$ cat src/hw/rtl/assert_macros.svh
// ----------------------------------------------------------------------------
// assert_macros.svh
// concurrent assertion helpers, compiled out for synthesis
// ----------------------------------------------------------------------------
`ifndef ASSERT_MACROS_SVH
`define ASSERT_MACROS_SVH

`ifndef SYNTHESIS

// property holds at every clock edge outside reset
`define ASSERT_AT(lbl, clk, rstn, prop) \
    lbl: assert property (@(posedge clk) disable iff (!rstn) (prop)) \
        else $error("assertion failed");

// consequent holds in the cycle after the antecedent
`define ASSERT_NEXT(lbl, clk, rstn, ante, cons) \
    lbl: assert property (@(posedge clk) disable iff (!rstn) (ante) |=> (cons)) \
        else $error("assertion failed");

`else

`define ASSERT_AT(lbl, clk, rstn, prop)
`define ASSERT_NEXT(lbl, clk, rstn, ante, cons)

`endif

`endif

$ cat src/hw/rtl/hsvrgb_pkg.sv
// ----------------------------------------------------------------------------
// hsvrgb_pkg
// types, constants and helpers of the hsv to rgb converter
// ----------------------------------------------------------------------------
package hsvrgb_pkg;

    // hue sector, 0..5 are colors, 6..8 come from hues of 360 and above
    typedef logic [3:0] sector_t;
    typedef logic [7:0] level_t;
    typedef logic [15:0] prod_t;

    localparam int HueWidth     = 9;
    localparam int SectorSpan   = 60;
    localparam int SectorLimit  = 8;
    localparam level_t FullLevel = 8'hFF;
    localparam level_t AlphaLevel = 8'hFF;

    // color sectors of the hue circle
    localparam sector_t SecRedYellow    = 4'd0;
    localparam sector_t SecYellowGreen  = 4'd1;
    localparam sector_t SecGreenCyan    = 4'd2;
    localparam sector_t SecCyanBlue     = 4'd3;
    localparam sector_t SecBlueMagenta  = 4'd4;
    localparam sector_t SecMagentaRed   = 4'd5;

    // floor(x / 255), exact for every product of two 8-bit levels
    function automatic level_t div255(input prod_t x);
        prod_t sum;
        sum = x + {8'd0, x[15:8]} + 16'd1;
        return sum[15:8];
    endfunction

endpackage

$ cat src/hw/rtl/hsv_to_rgb_converter_core.sv
// ----------------------------------------------------------------------------
// hsv_to_rgb_converter_core
// five-stage pipelined integer hsv to packed argb pixel converter
// ----------------------------------------------------------------------------
// path: an input beat passes stages 1 to 5 in order and leaves stage 5 as the result beat
// throughput: one beat per cycle while m_tready is high, less while the output stalls
// each stage holds its own valid bit and fills bubbles while the output stalls
// reset: aresetn clears all stage valid bits, payload registers are not reset
// ----------------------------------------------------------------------------
`include "assert_macros.svh"

module hsv_to_rgb_converter_core (
    input  logic        aclk,
    input  logic        aresetn,
    input  logic        s_tvalid,
    output logic        s_tready,
    input  logic [31:0] s_tdata,   // hue[8:0], saturation[16:9], brightness[24:17], zero pad
    output logic        m_tvalid,
    input  logic        m_tready,
    output logic [31:0] m_tdata    // argb_word[31:0]
);

    // input fields
    logic [hsvrgb_pkg::HueWidth-1:0] in_hue;
    hsvrgb_pkg::level_t in_sat;
    hsvrgb_pkg::level_t in_val;

    assign in_hue = s_tdata[8:0];
    assign in_sat = s_tdata[16:9];
    assign in_val = s_tdata[24:17];

    // stage valid bits and ready chain
    logic v1_reg, v2_reg, v3_reg, v4_reg, v5_reg;
    logic rdy1, rdy2, rdy3, rdy4, rdy5;

    assign rdy5 = !v5_reg || m_tready;
    assign rdy4 = !v4_reg || rdy5;
    assign rdy3 = !v3_reg || rdy4;
    assign rdy2 = !v2_reg || rdy3;
    assign rdy1 = !v1_reg || rdy2;
    assign s_tready = rdy1;

    always_ff @(posedge aclk) begin
        if (!aresetn) begin
            v1_reg <= 1'b0;
            v2_reg <= 1'b0;
            v3_reg <= 1'b0;
            v4_reg <= 1'b0;
            v5_reg <= 1'b0;
        end else begin
            if (rdy1) v1_reg <= s_tvalid;
            if (rdy2) v2_reg <= v1_reg;
            if (rdy3) v3_reg <= v2_reg;
            if (rdy4) v4_reg <= v3_reg;
            if (rdy5) v5_reg <= v4_reg;
        end
    end

    // stage 1: sector by threshold compares, scaled remainder
    hsvrgb_pkg::sector_t sector_next;
    logic [hsvrgb_pkg::HueWidth-1:0] base_next;
    logic [hsvrgb_pkg::HueWidth-1:0] rem_wide;
    logic [5:0] rem;
    logic [9:0] rem_x17;
    hsvrgb_pkg::level_t frac_next;

    always_comb begin
        sector_next = '0;
        base_next   = '0;
        for (int k = 1; k <= hsvrgb_pkg::SectorLimit; k++) begin
            if (in_hue >= 9'(k * hsvrgb_pkg::SectorSpan)) begin
                sector_next = 4'(k);
                base_next   = 9'(k * hsvrgb_pkg::SectorSpan);
            end
        end
        rem_wide = in_hue - base_next;
        rem      = rem_wide[5:0];
        // rem * 255 / 60 equals rem * 17 / 4
        rem_x17   = {rem, 4'd0} + {4'd0, rem};
        frac_next = rem_x17[9:2];
    end

    hsvrgb_pkg::sector_t sector1_reg;
    hsvrgb_pkg::level_t  frac1_reg, sat1_reg, val1_reg;

    always_ff @(posedge aclk) begin
        if (rdy1 && s_tvalid) begin
            sector1_reg <= sector_next;
            frac1_reg   <= frac_next;
            sat1_reg    <= in_sat;
            val1_reg    <= in_val;
        end
    end

    // stage 2: first products
    hsvrgb_pkg::sector_t sector2_reg;
    hsvrgb_pkg::level_t  val2_reg;
    hsvrgb_pkg::prod_t   sf2_reg, st2_reg, vp2_reg;

    always_ff @(posedge aclk) begin
        if (rdy2 && v1_reg) begin
            sector2_reg <= sector1_reg;
            val2_reg    <= val1_reg;
            sf2_reg     <= sat1_reg * frac1_reg;
            st2_reg     <= sat1_reg * (hsvrgb_pkg::FullLevel - frac1_reg);
            vp2_reg     <= val1_reg * (hsvrgb_pkg::FullLevel - sat1_reg);
        end
    end

    // stage 3: first divides by 255
    hsvrgb_pkg::sector_t sector3_reg;
    hsvrgb_pkg::level_t  val3_reg, qf3_reg, tf3_reg, p3_reg;

    always_ff @(posedge aclk) begin
        if (rdy3 && v2_reg) begin
            sector3_reg <= sector2_reg;
            val3_reg    <= val2_reg;
            qf3_reg     <= hsvrgb_pkg::FullLevel - hsvrgb_pkg::div255(sf2_reg);
            tf3_reg     <= hsvrgb_pkg::FullLevel - hsvrgb_pkg::div255(st2_reg);
            p3_reg      <= hsvrgb_pkg::div255(vp2_reg);
        end
    end

    // stage 4: second products
    hsvrgb_pkg::sector_t sector4_reg;
    hsvrgb_pkg::level_t  val4_reg, p4_reg;
    hsvrgb_pkg::prod_t   vq4_reg, vt4_reg;

    always_ff @(posedge aclk) begin
        if (rdy4 && v3_reg) begin
            sector4_reg <= sector3_reg;
            val4_reg    <= val3_reg;
            p4_reg      <= p3_reg;
            vq4_reg     <= val3_reg * qf3_reg;
            vt4_reg     <= val3_reg * tf3_reg;
        end
    end

    // stage 5: second divides and channel select
    hsvrgb_pkg::level_t lvl_q, lvl_t;
    hsvrgb_pkg::level_t red_next, green_next, blue_next;

    always_comb begin
        lvl_q      = hsvrgb_pkg::div255(vq4_reg);
        lvl_t      = hsvrgb_pkg::div255(vt4_reg);
        red_next   = '0;
        green_next = '0;
        blue_next  = '0;
        case (sector4_reg)
            hsvrgb_pkg::SecRedYellow: begin
                red_next = val4_reg; green_next = lvl_t; blue_next = p4_reg;
            end
            hsvrgb_pkg::SecYellowGreen: begin
                red_next = lvl_q; green_next = val4_reg; blue_next = p4_reg;
            end
            hsvrgb_pkg::SecGreenCyan: begin
                red_next = p4_reg; green_next = val4_reg; blue_next = lvl_t;
            end
            hsvrgb_pkg::SecCyanBlue: begin
                red_next = p4_reg; green_next = lvl_q; blue_next = val4_reg;
            end
            hsvrgb_pkg::SecBlueMagenta: begin
                red_next = lvl_t; green_next = p4_reg; blue_next = val4_reg;
            end
            hsvrgb_pkg::SecMagentaRed: begin
                red_next = val4_reg; green_next = p4_reg; blue_next = lvl_q;
            end
            default: begin
                // hues of 360 and above give black
                red_next = '0; green_next = '0; blue_next = '0;
            end
        endcase
    end

    hsvrgb_pkg::level_t red5_reg, green5_reg, blue5_reg;

    always_ff @(posedge aclk) begin
        if (rdy5 && v4_reg) begin
            red5_reg   <= red_next;
            green5_reg <= green_next;
            blue5_reg  <= blue_next;
        end
    end

    // output beat
    assign m_tvalid = v5_reg;
    assign m_tdata  = {hsvrgb_pkg::AlphaLevel, red5_reg, green5_reg, blue5_reg};

    // checks
    `ASSERT_AT(a_ready_when_out_empty, aclk, aresetn, !m_tvalid |-> s_tready)
    `ASSERT_AT(a_sector_range, aclk, aresetn, v1_reg |-> (sector1_reg <= 4'd8))
    `ASSERT_AT(a_frac_range, aclk, aresetn, v1_reg |-> (frac1_reg <= 8'd250))
    `ASSERT_NEXT(a_beat_reaches_stage1, aclk, aresetn, s_tvalid && s_tready, v1_reg)
    `ASSERT_NEXT(a_stall_keeps_out, aclk, aresetn, v4_reg && m_tvalid && !m_tready, v5_reg && v4_reg)

endmodule
$ cat config.mk
export PLATFORM = sky130hd
export DESIGN_NAME = hsv_to_rgb_converter_core
export DESIGN_NICKNAME = d
export VERILOG_FILES = /design/src/hw/rtl/hsvrgb_pkg.sv /design/src/hw/rtl/hsv_to_rgb_converter_core.sv
export VERILOG_INCLUDE_DIRS = /design/src /design/src/hw/rtl
export SDC_FILE = /design/constraint.sdc
export NUM_CORES = 1
export LEC_CHECK = 0
export ABC_AREA = 1
export BUFFER_PORTS_ARGS = -buffer_cell sky130_fd_sc_hd__buf_2
export CAP_MARGIN = 20
export CORE_MARGIN = 2
export CORE_UTILIZATION = 25
export DETAILED_ROUTE_END_ITERATION = 10
export MAX_ROUTING_LAYER = met4
export SYNTH_ARGS = -nofsm -noshare
export SYNTH_HDL_FRONTEND = slang
export SYNTH_SLANG_ARGS = --single-unit
$ cat constraint.sdc
create_clock -name aclk -period 11.5 [get_ports aclk]
set_input_delay 0 -clock aclk [delete_from_list [all_inputs] [get_ports aclk]]
set_output_delay 0 -clock aclk [all_outputs]
set_load 0.01 [all_outputs]
==> run_results.csv <==
group,metric,value,unit
critical_path,setup.worst_path.class,"flip-flop to flip-flop",
floorplanning,die_h,290.2,um
synth,synth_top_area_cell,"edfxtp_1",
synth,synth_top_family_by_area,"adder cells",
place,portBuffers,54,
synth,synthCells,2401,
floorplanning,dieArea,84200,um^2
power_and_ir_drop,p_per_area,224.5,nW/um^2
clock_tree,cts_hold_buf,25,
synth,syn_area,20470,um^2
cells_and_area,area_growth,11.89,%
global_routing,grt_pass1_wl,76.22,mm
power_and_ir_drop,power,5142,uW
synth,synth-simple-area-share,0.1860,
place,globalplace.congestion,0.8804,
global_routing,grt_max_degree,61,
cells_and_area,nets,2895,
critical_path,cp-end-kind,"flip-flop",
floorplanning,num_rows,104,
route,drt-initial-drc-count,782,
cells_and_area,final_util,0.2835,
cells_and_area,mostFrequentLayoutCells,"541 x inv_1, 528 x nand2_1, 224 x ha_1, 200 x edfxtp_1, 184 x fa_1",
floorplanning,start_util,0.2534,
hold_path,hp-start,"s_tdata[6]",
cells_and_area,final_common_cell,"inv_1",
timing,setup_viol,0,
critical_path,crit_arrival,5.13,ns
route,finalWirelength,44.82,mm
clock_tree,root_buffer,"clkbuf_16",
global_routing,grt_pass1_vias,15130,
critical_path,cp_data_required_time,11.76,ns
cells_and_area,drive_gt1_frac,0.05632,
clock_tree,clockBufferDepth,3,
floorplanning,io_pins,70,
power_and_ir_drop,ir_drop,197.6,uV
synth,ys_seq_area_frac,0.2982,
route,drt_pass1_iterations,5,
synth,ys_ff_latch,205,
synth,synth_top_area_frac,0.2933,
synth,synth_xor_area_frac,0.02952,
critical_path,reg2reg_from,"sat1_reg[0]",
clock_tree,path_clk_slew,0.06,ns
clock_tree,htree_levels,1,
timing,finalClockSkew,0.008392,ns
global_routing,grtUsageTotal,0.1113,
route,drt-vias-per-instance,4.296,
job,cap_violations,0,
timing,post-route-min-period,4.869,ns
timing,drv_slew,0,
global_routing,antenna_found_initial,0,
place,dp_slack,6.687,ns
critical_path,critPathLaunch,"sat1_reg[0]",
timing,hold_viol_final,0,
cells_and_area,diodes,0,
clock_tree,cts-buffers-inserted,24,
critical_path,crit_path_start_kind,"flip-flop",
route,drc_errors,0,
synth,muxShareOfSynthArea,0,
timing,setup_ws,6.631,ns
timing,finalCritPeriodShare,0.4234,
clock_tree,cts_resized,0,
timing,slew_headroom,0.3249,
hold_path,hold_path_class,"input port to flip-flop",
place,dp.cells,3459,
route,wl_per_cell,12.70,um
synth,synth.area.top_cells,"edfxtp_1 29%, fa_1 18%, ha_1 14%",
floorplanning,core-area,80810,um^2
clock_tree,cts_setup_buffers,0,
cells_and_area,final_cells,3528,
synth,ys.flop_type,"edfxtp_1",
synth,ys_warn_count,0,
timing,setup_tns,0,ns
global_routing,overflow,0,
timing,worst_slew_pin_slew,1.010,ns
route,postRouteAntennaNets,0,
synth,synth_compound_area_frac,0.05365,
synth,async_flop_share,0,
clock_tree,cts_tree,"built",
timing,timing.fmax,205.4,MHz
synth,postSynthAreaPerCell,8.528,um^2
floorplanning,die_w,290.2,um
synth,synth_fa_ha_area_frac,0.3168,
clock_tree,clock_latency,0.53,ns
power_and_ir_drop,p_leak,0.01156,uW
run_status,status,"finished, final reports clean",
place,dpl.hpwl,35.91,mm
route,vias,15160,
synth,synth_cell_types,45,
timing,rsz0062_at_grt,"false",
critical_path,crit_fanout,13,
synth,synth-edff-count,200,
clock_tree,clock-sinks,205,
==> critical path, cell delays in order (launching register included) <==
cell and delay (ns):
edfxtp_1 0.67, inv_1 0.48, nand2_1 0.15, fa_1 0.55, inv_1 0.05, fa_1 0.50, inv_1 0.06, fa_1 0.49
fa_1 0.49, inv_1 0.04, ha_1 0.33, a21oi_1 0.21, o21ai_0 0.19, nand2_1 0.10, o2111ai_1 0.11, xor2_1 0.18
==> final timing paths <==
path / endpoint / slack (ns) / cells past startpoint
min reg2reg: sector4_reg[3] / 0.41 / 0
max reg2reg: vp2_reg[12] / 6.63 / 15
max: vp2_reg[12] / 6.63 / 15
min: sector1_reg[0] / 0.03 / 4
==> stage by stage <==
stage          hold slack (ns)  instance area [um^2]
3_3_place_gp            0.1789                 21860
4_1_cts               0.003380                 22890
6_report               0.03195                 22910
3_5_place_dp            0.1781                 21860
5_1_grt                0.09376                 22910
2_1_floorplan          0.09887                 20500
==> cell usage after synthesis, types with 2 or more instances <==
library cell / count
inv_1: 542
nand2_1: 528
ha_1: 224
edfxtp_1: 200
fa_1: 184
nor2_1: 169
nand3_1: 139
a21oi_1: 90
clkbuf_1: 57
xor2_1: 46
o21ai_0: 40
xnor2_1: 23
nand4_1: 22
a22oi_1: 16
nor3_1: 13
buf_4: 9
a32oi_1: 8
nand3_2: 8
inv_2: 7
nor2_2: 7
a21o_1: 6
nand2_2: 6
o21ai_1: 6
o21bai_1: 6
a31oi_1: 5
dfxtp_1: 5
nand3b_1: 4
o211ai_1: 4
and2_1: 3
nor3_2: 3
o2111ai_1: 3
inv_4: 2
nor4_1: 2
o21a_1: 2
o21ai_2: 2
==> metal layers <==
metal,up-vias,share of wire,track usage
met5,-,0,-
met4,0,0.013,0.01702
met3,44,0.044,0.01560
met2,289,0.46,0.1781
met1,7207,0.48,0.1524
li1,7616,-,-
==> area by class of cell <==
| cell class | count | area [um^2] |
|---|---|---|
| Inverter | 552 | 2077 |
| Fill cell | 8622 | 57900 |
| Multi-Input combinational cell | 1583 | 12050 |
| Clock buffer | 31 | 658.1 |
| Tap cell | 1060 | 1326 |
| Timing Repair Buffer | 85 | 578.1 |
| Sequential cell | 205 | 6106 |
| Clock inverter | 12 | 115.1 |
==> cells by family (layout without fill, tap and decap cells) <==
family          Yosys count  after routing
compound gates          190            190
xor+xnor                 69             69
fa+ha+maj               408            408
buf+inv                 620            680
flops                   205            205
other cells               1              8
simple gates            908            908
==> report_power, final <==
group	internal [uW]	leakage, uW	switching [uW]	total, uW
clock network	430	0.000357	307	737
logic	1230	0.00931	1890	3120
registers	1120	0.00189	162	1290
total	2780	0.0116	2360	5140
Note: power is estimated with default switching activity, not from simulation.
